File: config.mk
export PLATFORM = sky130hd
export DESIGN_NAME = infix_expression_evaluator
export DESIGN_NICKNAME = d
export VERILOG_FILES = /design/src/hdl/iee_pkg.sv /design/src/hdl/infix_expression_evaluator.sv /design/src/hdl/iee_div.sv /design/src/hdl/iee_dpath.sv /design/src/hdl/iee_ctrl.sv
export SDC_FILE = /design/constraint.sdc
export NUM_CORES = 2
export LEC_CHECK = 0
export BUFFER_PORTS_ARGS = -buffer_cell sky130_fd_sc_hd__clkbuf_2
export CORE_MARGIN = 2
export CORE_UTILIZATION = 35
export CTS_BUF_LIST = sky130_fd_sc_hd__clkbuf_8
export DETAILED_ROUTE_END_ITERATION = 8
export SLEW_MARGIN = 5
export SYNTH_ARGS = -nofsm -noshare
export SYNTH_HDL_FRONTEND = slang
export SYNTH_SLANG_ARGS = --single-unit
File: constraint.sdc
create_clock -name clk -period 9.4 [get_ports clk]
set_input_delay 1.41 -clock clk [delete_from_list [all_inputs] [get_ports clk]]
set_output_delay 1.41 -clock clk [all_outputs]
set_load 0.005 [all_outputs]
File: src/hdl/iee_pkg.sv
// ----------------------------------------------------------------------------
// iee_pkg
// Types, character codes and helpers shared by the infix expression evaluator.
// ----------------------------------------------------------------------------
package iee_pkg;

	localparam int DATA_W = 32;
	localparam int CHAR_W = 8;

	localparam logic [CHAR_W-1:0] CHAR_PLUS  = 8'h2B;
	localparam logic [CHAR_W-1:0] CHAR_MINUS = 8'h2D;
	localparam logic [CHAR_W-1:0] CHAR_MUL   = 8'h2A;
	localparam logic [CHAR_W-1:0] CHAR_DIV   = 8'h2F;
	localparam logic [CHAR_W-1:0] CHAR_ZERO  = 8'h30;
	localparam logic [CHAR_W-1:0] CHAR_NINE  = 8'h39;
	localparam logic [CHAR_W-1:0] CHAR_SPACE = 8'h20;
	localparam logic [CHAR_W-1:0] CHAR_TAB   = 8'h09;
	localparam logic [CHAR_W-1:0] CHAR_CR    = 8'h0D;
	localparam logic [DATA_W-1:0] DEC_BASE   = 32'd10;

	typedef enum logic [2:0] {
		OP_PLUS  = 3'd0,
		OP_MINUS = 3'd1,
		OP_MUL   = 3'd2,
		OP_DIV   = 3'd3,
		OP_OTHER = 3'd4
	} op_t;

	typedef enum logic [1:0] {
		ST_IDLE,
		ST_APPLY,
		ST_DIV,
		ST_FIN
	} state_t;

	typedef struct packed {
		logic [CHAR_W-1:0] char_code;
		logic              last_char;
	} in_item_t;

	typedef struct packed {
		logic signed [DATA_W-1:0] value;
		logic                     div_zero;
	} out_item_t;

	typedef struct packed {
		logic accept;
		logic add_term;
		logic mul_term;
		logic div_zero;
		logic div_start;
		logic div_write;
		logic close;
		logic emit;
	} cmd_t;

	typedef struct packed {
		op_t  op;
		logic in_close;
		logic last;
		logic num_zero;
		logic div_done;
	} status_t;

	function automatic logic is_digit(input logic [CHAR_W-1:0] c);
		return (c >= CHAR_ZERO) && (c <= CHAR_NINE);
	endfunction

	function automatic logic is_space(input logic [CHAR_W-1:0] c);
		return (c == CHAR_SPACE) || ((c >= CHAR_TAB) && (c <= CHAR_CR));
	endfunction

	function automatic op_t op_code(input logic [CHAR_W-1:0] c);
		op_t op;
		case (c)
			CHAR_PLUS:  op = OP_PLUS;
			CHAR_MINUS: op = OP_MINUS;
			CHAR_MUL:   op = OP_MUL;
			CHAR_DIV:   op = OP_DIV;
			default:    op = OP_OTHER;
		endcase
		return op;
	endfunction

endpackage

File: src/hdl/infix_expression_evaluator.sv
// ----------------------------------------------------------------------------
// infix_expression_evaluator: digits and spaces are taken in ST_IDLE; + - * or other
// characters apply the pending operator in ST_APPLY; a division by a nonzero number
// waits in ST_DIV for the one-bit-per-cycle divider, a division by zero sets the error
// flag, and the last character loads the output register in ST_FIN. Async reset clears
// sum, term, number, error, sets the pending operator to plus and drops out_valid.
// ----------------------------------------------------------------------------
module infix_expression_evaluator (
	input  logic                clk,
	input  logic                arst_n,
	input  logic                in_valid,
	output logic                in_ready,
	input  iee_pkg::in_item_t   in_data,
	output logic                out_valid,
	input  logic                out_ready,
	output iee_pkg::out_item_t  out_data
);

	iee_pkg::cmd_t    cmd;
	iee_pkg::status_t status;

	iee_ctrl u_ctrl (
		.clk       (clk),
		.arst_n    (arst_n),
		.in_valid  (in_valid),
		.in_ready  (in_ready),
		.out_valid (out_valid),
		.out_ready (out_ready),
		.status    (status),
		.cmd       (cmd)
	);

	iee_dpath u_dpath (
		.clk      (clk),
		.arst_n   (arst_n),
		.in_data  (in_data),
		.cmd      (cmd),
		.status   (status),
		.out_data (out_data)
	);

endmodule

File: src/hdl/iee_div.sv
// ----------------------------------------------------------------------------
// iee_div
// Signed restoring divider, one quotient bit per cycle, truncating toward zero.
// ----------------------------------------------------------------------------
module iee_div (
	input  logic                           clk,
	input  logic                           arst_n,
	input  logic                           start,
	input  logic [iee_pkg::DATA_W-1:0]     dividend,
	input  logic [iee_pkg::DATA_W-1:0]     divisor,
	output logic                           done,
	output logic [iee_pkg::DATA_W-1:0]     quotient
);

	localparam int W     = iee_pkg::DATA_W;
	localparam int CNT_W = $clog2(W);

	logic             busy_q;
	logic             done_q;
	logic [CNT_W-1:0] cnt_q;
	logic [W-1:0]     rem_q;
	logic [W-1:0]     quo_q;
	logic [W-1:0]     dvs_q;
	logic             neg_q;

	logic [W-1:0]     a_abs;
	logic [W-1:0]     b_abs;
	logic [W:0]       shifted;
	logic [W+1:0]     diff;
	logic             ge;

	assign a_abs   = dividend[W-1] ? (~dividend + 1'b1) : dividend;
	assign b_abs   = divisor[W-1]  ? (~divisor + 1'b1)  : divisor;
	assign shifted = {rem_q, quo_q[W-1]};
	assign diff    = {1'b0, shifted} - {2'b00, dvs_q};
	assign ge      = ~diff[W+1];

	always_ff @(posedge clk or negedge arst_n) begin
		if (!arst_n) begin
			busy_q <= 1'b0;
			done_q <= 1'b0;
			cnt_q  <= '0;
		end else begin
			done_q <= 1'b0;
			if (start) begin
				busy_q <= 1'b1;
				cnt_q  <= '0;
			end else if (busy_q) begin
				cnt_q <= cnt_q + 1'b1;
				if (cnt_q == CNT_W'(W - 1)) begin
					busy_q <= 1'b0;
					done_q <= 1'b1;
				end
			end
		end
	end

	always_ff @(posedge clk) begin
		if (start) begin
			rem_q <= '0;
			quo_q <= a_abs;
			dvs_q <= b_abs;
			neg_q <= dividend[W-1] ^ divisor[W-1];
		end else if (busy_q) begin
			rem_q <= ge ? diff[W-1:0] : shifted[W-1:0];
			quo_q <= {quo_q[W-2:0], ge};
		end
	end

	assign done     = done_q;
	assign quotient = neg_q ? (~quo_q + 1'b1) : quo_q;

endmodule

File: src/hdl/iee_dpath.sv
// ----------------------------------------------------------------------------
// iee_dpath
// Sum, term and number registers with the add, multiply and divide units.
// ----------------------------------------------------------------------------
module iee_dpath (
	input  logic                clk,
	input  logic                arst_n,
	input  iee_pkg::in_item_t   in_data,
	input  iee_pkg::cmd_t       cmd,
	output iee_pkg::status_t    status,
	output iee_pkg::out_item_t  out_data
);

	localparam int W = iee_pkg::DATA_W;

	logic [iee_pkg::CHAR_W-1:0] char_q;
	logic                       last_q;
	logic [W-1:0]               sum_q;
	logic [W-1:0]               term_q;
	logic [W-1:0]               num_q;
	iee_pkg::op_t               op_q;
	logic                       err_q;
	iee_pkg::out_item_t         out_q;

	logic [W-1:0]               num_next;
	logic [W-1:0]               product;
	logic [W-1:0]               quotient;
	logic                       div_done;

	iee_div u_div (
		.clk      (clk),
		.arst_n   (arst_n),
		.start    (cmd.div_start),
		.dividend (term_q),
		.divisor  (num_q),
		.done     (div_done),
		.quotient (quotient)
	);

	assign num_next = num_q * iee_pkg::DEC_BASE
		+ W'(in_data.char_code - iee_pkg::CHAR_ZERO);
	assign product  = term_q * num_q;

	always_ff @(posedge clk) begin
		if (cmd.accept) begin
			char_q <= in_data.char_code;
			last_q <= in_data.last_char;
		end
	end

	always_ff @(posedge clk or negedge arst_n) begin
		if (!arst_n) begin
			sum_q  <= '0;
			term_q <= '0;
			num_q  <= '0;
			op_q   <= iee_pkg::OP_PLUS;
			err_q  <= 1'b0;
		end else begin
			// emit returns sum, term, number, operator and error to their reset values
			if (cmd.emit) begin
				sum_q  <= '0;
				term_q <= '0;
				num_q  <= '0;
				op_q   <= iee_pkg::OP_PLUS;
				err_q  <= 1'b0;
			end else begin
				if (cmd.accept && iee_pkg::is_digit(in_data.char_code)) begin
					num_q <= num_next;
				end
				if (cmd.add_term) begin
					sum_q  <= sum_q + term_q;
					term_q <= (op_q == iee_pkg::OP_MINUS) ? (~num_q + 1'b1) : num_q;
				end
				if (cmd.mul_term) begin
					term_q <= product;
				end
				if (cmd.div_zero) begin
					term_q <= '0;
					err_q  <= 1'b1;
				end
				if (cmd.div_write) begin
					term_q <= quotient;
				end
				if (cmd.close) begin
					op_q  <= iee_pkg::op_code(char_q);
					num_q <= '0;
				end
			end
		end
	end

	always_ff @(posedge clk) begin
		if (cmd.emit) begin
			out_q.value    <= signed'(sum_q + term_q);
			out_q.div_zero <= err_q;
		end
	end

	assign status.op       = op_q;
	assign status.in_close = in_data.last_char
		|| (!iee_pkg::is_digit(in_data.char_code) && !iee_pkg::is_space(in_data.char_code));
	assign status.last     = last_q;
	assign status.num_zero = (num_q == '0);
	assign status.div_done = div_done;
	assign out_data        = out_q;

endmodule

File: src/hdl/iee_ctrl.sv
// ----------------------------------------------------------------------------
// iee_ctrl
// Sequencer: takes a request, applies the pending operator, emits the result.
// ----------------------------------------------------------------------------
module iee_ctrl (
	input  logic              clk,
	input  logic              arst_n,
	input  logic              in_valid,
	output logic              in_ready,
	output logic              out_valid,
	input  logic              out_ready,
	input  iee_pkg::status_t  status,
	output iee_pkg::cmd_t     cmd
);

	iee_pkg::state_t state_q;
	iee_pkg::state_t state_next;
	logic            out_valid_q;
	logic            close_next;

	always_ff @(posedge clk or negedge arst_n) begin
		if (!arst_n) begin
			state_q     <= iee_pkg::ST_IDLE;
			out_valid_q <= 1'b0;
		end else begin
			state_q <= state_next;
			if (cmd.emit) begin
				out_valid_q <= 1'b1;
			end else if (out_ready) begin
				out_valid_q <= 1'b0;
			end
		end
	end

	always_comb begin
		cmd        = '0;
		state_next = state_q;
		close_next = 1'b0;
		in_ready   = 1'b0;
		case (state_q)
			iee_pkg::ST_IDLE: begin
				in_ready = 1'b1;
				if (in_valid) begin
					cmd.accept = 1'b1;
					if (status.in_close) begin
						state_next = iee_pkg::ST_APPLY;
					end
				end
			end
			iee_pkg::ST_APPLY: begin
				close_next = 1'b1;
				case (status.op)
					iee_pkg::OP_PLUS, iee_pkg::OP_MINUS: cmd.add_term = 1'b1;
					iee_pkg::OP_MUL: cmd.mul_term = 1'b1;
					iee_pkg::OP_DIV: begin
						if (status.num_zero) begin
							cmd.div_zero = 1'b1;
						end else begin
							cmd.div_start = 1'b1;
							close_next    = 1'b0;
							state_next    = iee_pkg::ST_DIV;
						end
					end
					default: ;
				endcase
			end
			iee_pkg::ST_DIV: begin
				if (status.div_done) begin
					cmd.div_write = 1'b1;
					close_next    = 1'b1;
				end
			end
			iee_pkg::ST_FIN: begin
				if (!out_valid_q || out_ready) begin
					cmd.emit   = 1'b1;
					state_next = iee_pkg::ST_IDLE;
				end
			end
			default: state_next = iee_pkg::ST_IDLE;
		endcase
		if (close_next) begin
			cmd.close  = 1'b1;
			state_next = status.last ? iee_pkg::ST_FIN : iee_pkg::ST_IDLE;
		end
	end

	assign out_valid = out_valid_q;

endmodule
======== Yosys cells after proc, flatten, opt, wreduce, memory -nomap -nowiden ========
Index checks and enable logic that the tools add are counted.
storage, ports and cells
  flip-flop bits (word level) ............. 249
  bits of input ports ..................... 13
  logic and storage cells ................. 134
  output and inout port bits .............. 35
cells by class
  $lt $le $gt $ge ......................... 4
  multipliers ............................. 2
  $add $sub $neg .......................... 8
  mux-type cells .......................... 56
  reductions and logical operators ........ 23
  eq/ne operators ......................... 17
  bitwise logic cells ..................... 5
operator list
  kind                                                                                  count
  32-bit 2-to-1 mux                                                                     16
  32-bit by 1-bit adder with 32-bit output (second input constant)                      3
  32-bit NOT                                                                            3
  32-bit adder                                                                          2
  8-bit by 6-bit == test with 1-bit output (second input constant)                      5
  33-bit by 32-bit subtractor with 34-bit output                                        1
  32-bit logical NOT                                                                    1
  32-bit by 3-bit multiplier with 31-bit output (second input constant)                 1
  32-bit by 32-bit multiplier with 32-bit output                                        1
  31-bit 2-to-1 mux                                                                     1
  1-bit 2-to-1 mux                                                                      23
  2-bit 2-to-1 mux                                                                      8
  3-bit by 2-bit != test with 1-bit output (second input constant)                      4
  3-bit one-hot mux with 4 select lines                                                 1
  5-bit 2-to-1 mux                                                                      2
  2-bit nonzero test                                                                    5
  8-bit by 6-bit subtractor with 9-bit output (second input constant)                   1
  8-bit by 4-bit greater-or-equal comparator with 1-bit output (second input constant)  1
  8-bit by 6-bit greater-or-equal comparator with 1-bit output (second input constant)  1
  8-bit by 4-bit <= comparator with 1-bit output (second input constant)                1
  8-bit by 6-bit <= comparator with 1-bit output (second input constant)                1
  3-bit by 2-bit == test with 1-bit output (second input constant)                      2
  3-bit 2-to-1 mux                                                                      2
  2-bit one-hot mux with 3 select lines                                                 1
  20 further kinds                                                                      28

======== Longest topological paths before layout ========
  word-level depth ........................ 10
  mapped depth ............................ 28
  mapped depth without buffers ............ 26

======== Hierarchy ========
Synthesis repeated with hierarchy kept, for this count alone.
second synthesis, totals
  cells, all modules ...................... 3990
  area, all modules ....................... 35479.0 um2
by module, submodules not included
  module     sequential area each (um2)  cells each  instances  area an instance (um2)
  iee_dpath  3763.6                      3010        1          27068.5
  iee_div    2767.7                      942         1          8072.7
  iee_ctrl   75.1                        38          1          337.8

======== Least setup slack after synthesis ========
OpenSTA, ideal clock, no wires.
  kind .................................... reg2reg
  start point ............................. reg u_dpath.num_q[4]
  end point ............................... reg u_dpath.term_q[22]
  setup time .............................. 0.122 ns
  arrival time ............................ 7.173 ns
  required time ........................... 9.278 ns
  stages on the path, launching flop included .. 24
  path buffers ............................ 3
  slack ................................... 2.105 ns
  period minus slack after synthesis ...... 7.295 ns
  cells stage by stage .................... dfrtp_1 -> clkbuf_1 -> clkbuf_1 -> clkbuf_1 -> and2_1 -> fa_1 -> inv_1 -> fa_1 -> fa_1 -> fa_1 -> inv_1 -> fa_1 -> fa_1 -> fa_1 -> fa_1 -> ha_1 -> a21oi_1 -> or4b_2 -> o21ai_0 -> o21ai_0 -> xor2_1 -> o21ai_0 -> o21ai_0 -> a32o_1
on the way
  cells in the longest elaborated chain, start to end .. 8
  elaborated cells between the ends (all ways) .. 14
  those cells by class .................... 1 x add/sub; 1 x mul; 9 x mux; 1 x bitwise; 2 x reduce/logical
RTL lines
  element                                                                                 RTL line         text
  from (decl)                                                                             iee_dpath.sv:20  logic [W-1:0] num_q;
  from (signal assigned)                                                                  iee_dpath.sv:68  num_q <= num_next;
  branches (longest 8 deep; another with 32-bit by 32-bit multiplier with 32-bit output)  n/a
  to (signal assigned)                                                                    iee_dpath.sv:72  term_q <= (op_q == iee_pkg::OP_MINUS) ? (~num_q + 1'b1) : num_q;
  to (signal assigned)                                                                    iee_dpath.sv:75  term_q <= product;
  to (signal assigned)                                                                    iee_dpath.sv:82  term_q <= quotient;
  to (decl)                                                                               iee_dpath.sv:19  logic [W-1:0] term_q;
Several ways; the timed one is not identified. The select of a mux whose other input is x is not followed.
A chain may end at the register's enable or synchronous reset.

======== Worst setup path after layout ========
  start point ............................. reg u_dpath.num_q[2]
  end point ............................... reg u_dpath.term_q[28]
Same word-level chain as after synthesis.

==> results.tsv <==
metric	value	unit
grt_max_degree	91	
drv_cap	0	
synthArstFlopShare	44.18	%
die_area	100700	µm²
cts.htree.levels	2	
wl_per_cell	19.28	µm
num_vias	27070	
powerDensity	104.3	nW/µm²
swShare	38.75	%
num_rows	114	
clkPwrFrac	30.1	%
synth.net_count	4602	
synth-edff-count	107	
yosys_warnings	0	
vias_per_cell	5.246	
grt_remaining_overflow	0	
drc_errors	0	
slowest_delay	0.99	ns
pre_cts_ws	1.600	ns
cts_sinks	249	
clock_skew	0.03856	ns
slowest_stage	dfrtp_1	
start_util	35.42	%
die_w	317.3	µm
grt_antenna_before_repair	2	
path_class	reg -> reg	
area_growth	7.495	%
hold_violations	0	
ir_drop	0.07990	mV
clock-root-buffer	clkbuf_8	
die_y	317.3	µm
hp-class	reg -> reg	
syn_inst	3894	
clk_pin_slew	0.06	ns
period_minus_slack	7.889	ns
p_int	0.002359	W
maxSlewHeadroom	19.02	%
post_cts_buffers	0	
ys.flop_type	dfrtp_1	
cts_hold_buf	0	
p_switching	0.001493	W
cts_buffers	46	
worstPathCellList	buf_4 > and2_1 > fa_1 > inv_1 > fa_1 > fa_1 > inv_1 > fa_1 > ha_1 > ha_1 > inv_1 > fa_1 > fa_1 > inv_1 > ha_1 > o311ai_0 > o31ai_1 > o21ai_0 > o211a_1 > o21ai_0 > nand4_1 > a21bo_2 > o221ai_1 > a32o_1	
path_buf_inv	5	
clk_latency	0.65	ns
synth.cell_area	34360	µm²
synth_cell_types	79	
synth_area_per_cell	8.823	µm²
worstMarginPinSlew	1.215	ns
portBuffers	47	
pin_count	48	
pwr-share-seq	37.9	%
worstPathMaxFanout	24	
core	96990	µm²
final_layout_size_suffix_gt1_share	5.538	%
layout.nets	4554	
cpLargestDelayFamily	adder cells	
ant_nets	0	
drt_iter0_markers	1784	
grt_pass1_vias	27940	
setup_tns	0	ns
track_usage	20.37	%
gp_congestion	0.9261	
cp-start-kind	register	
fin_ws	1.511	ns
finalSetupViolations	0	
drt_wl_total	99470	µm
p_leak	17.57	nW
final_common_cell	nand2_1	
grt_pass1_wl	159800	µm
rsz0062_at_grt	no	
power_frac_comb	32.0	%
most-common-layout-cells	502 x nand2_1, 477 x inv_1, 412 x fa_1, 318 x and2_1, 283 x ha_1	
path_common_cell	fa_1	
critPathArrivalTime	8.40	ns
crit_path_end_kind	register	
slew_violations	0	
fmaxAchievable	0.1268	GHz
cts_tree	built	
status	completed	
seq_area_frac_synth	19.23	%
fin_crit_sh	83.93	%
crit_required	9.91	ns
ys_ff_latch	249	
clockBufferDepth	3	
dr.pass1.iters	7	
cts-resized-gates	0	
dp_hpwl	75770	µm
[area by class of cell]
type	count	area [µm²]
Multi-Input combinational cell	2971	25260
Inverter	463	1738
Clock buffer	53	729.5
Fill cell	9881	60060
Tap cell	1276	1597
Sequential cell	249	6608
Timing Repair Buffer	115	748.2
Clock inverter	31	252.7
Antenna cell	1	2.502
[final timing paths]
check                            startpoint             endpoint  slack (ns)  cells past startpoint
hold / removal                u_dpath.err_q  u_dpath.out_data[0]        0.46                      0
min in group asynchronous            arst_n    u_dpath.term_q[8]        0.82                      1
hold reg to reg               u_dpath.err_q  u_dpath.out_data[0]        0.46                      0
max in group asynchronous            arst_n   u_dpath.term_q[14]        7.13                      2
setup / recovery           u_dpath.num_q[2]   u_dpath.term_q[28]        1.51                     24
setup reg to reg           u_dpath.num_q[2]   u_dpath.term_q[28]        1.51                     24
[power groups by stage]
stage / sequential, W / clock, W / combinational, W
2_1_floorplan: 0.00142 / 0 / 0.000843
3_3_place_gp: 0.00148 / 0 / 0.00121
3_5_place_dp: 0.00148 / 0 / 0.00123
4_1_cts: 0.00146 / 0.00119 / 0.00124
5_1_grt: 0.00148 / 0.00124 / 0.00137
6_report: 0.00146 / 0.00116 / 0.00123
[sequential cells by signal, indices dropped and copies added, names as in the netlist, 3 cells and up]
signal / cells
u_dpath.u_div.rem_q: 32
u_dpath.op_q: 3
u_dpath.u_div.dvs_q: 32
u_dpath.u_div.quo_q: 32
u_dpath.char_q: 8
u_dpath.num_q: 32
u_dpath.u_div.cnt_q: 5
u_dpath.out_data: 33
u_dpath.sum_q: 32
u_dpath.term_q: 32
[cells in the mapped netlist, types with 14 or more instances]
| master | n | area [µm²] |
|---|---|---|
| dfrtp_1 | 110 | 2753 |
| nand2_1 | 502 | 1884 |
| o21bai_1 | 14 | 105.1 |
| nand4_1 | 15 | 93.84 |
| nor2_1 | 164 | 615.6 |
| inv_1 | 462 | 1734 |
| a211oi_1 | 37 | 277.8 |
| o21a_1 | 28 | 210.2 |
| o211ai_1 | 19 | 142.6 |
| nor3_1 | 49 | 245.2 |
| ha_1 | 283 | 3541 |
| clkbuf_1 | 195 | 732.0 |
| nand2b_1 | 33 | 206.5 |
| o41ai_1 | 14 | 122.6 |
| o31ai_1 | 32 | 240.2 |
| dfxtp_1 | 32 | 640.6 |
| fa_1 | 412 | 8248 |
| edfxtp_1 | 107 | 3213 |
| nand3_1 | 23 | 115.1 |
| a21o_1 | 59 | 442.9 |
| o21ai_0 | 200 | 1001 |
| mux2i_1 | 25 | 250.2 |
| or3_1 | 23 | 143.9 |
| xnor2_1 | 198 | 1734 |
| xor2_1 | 110 | 963.4 |
| a21oi_1 | 220 | 1101 |
| nor2b_1 | 22 | 137.6 |
| and2_1 | 318 | 1989 |
[cells by family after synthesis]
logic type                 synth area share, %
muxes                                   0.7611
buffers and inverters                    7.386
AOI/OAI and AO/OA                        13.13
adders and majority gates                34.31
and+or+nand+nor                          17.33
xor gates and xnor gates                 7.852
DFF                                      19.23
[per-layer routing]
| metal | track usage (%) | vias up | part of all wire [%] |
|---|---|---|---|
| li1 | - | 12640 | - |
| met1 | 26.56 | 13580 | 43 |
| met2 | 34.30 | 683 | 48 |
| met3 | 3.000 | 170 | 5.5 |
| met4 | 7.384 | 0 | 3.7 |
| met5 | 0 | - | 0 |
[per-stage QoR]
stage	utilization [%]	power, W	hold slack (ns)	instance area [µm²]	instances
after floorplan	-	0.002259	0.4256	34360	3894
after global placement	37.06	0.002687	0.4392	35950	5074
after detailed placement	37.06	0.002704	0.4518	35950	5074
after CTS	38.07	0.003885	0.4675	36930	5158
after global routing	38.08	0.004093	0.4947	36930	5159
final	38.08	0.003852	0.4645	36930	5159
Note: power is estimated with default switching activity, not from simulation.
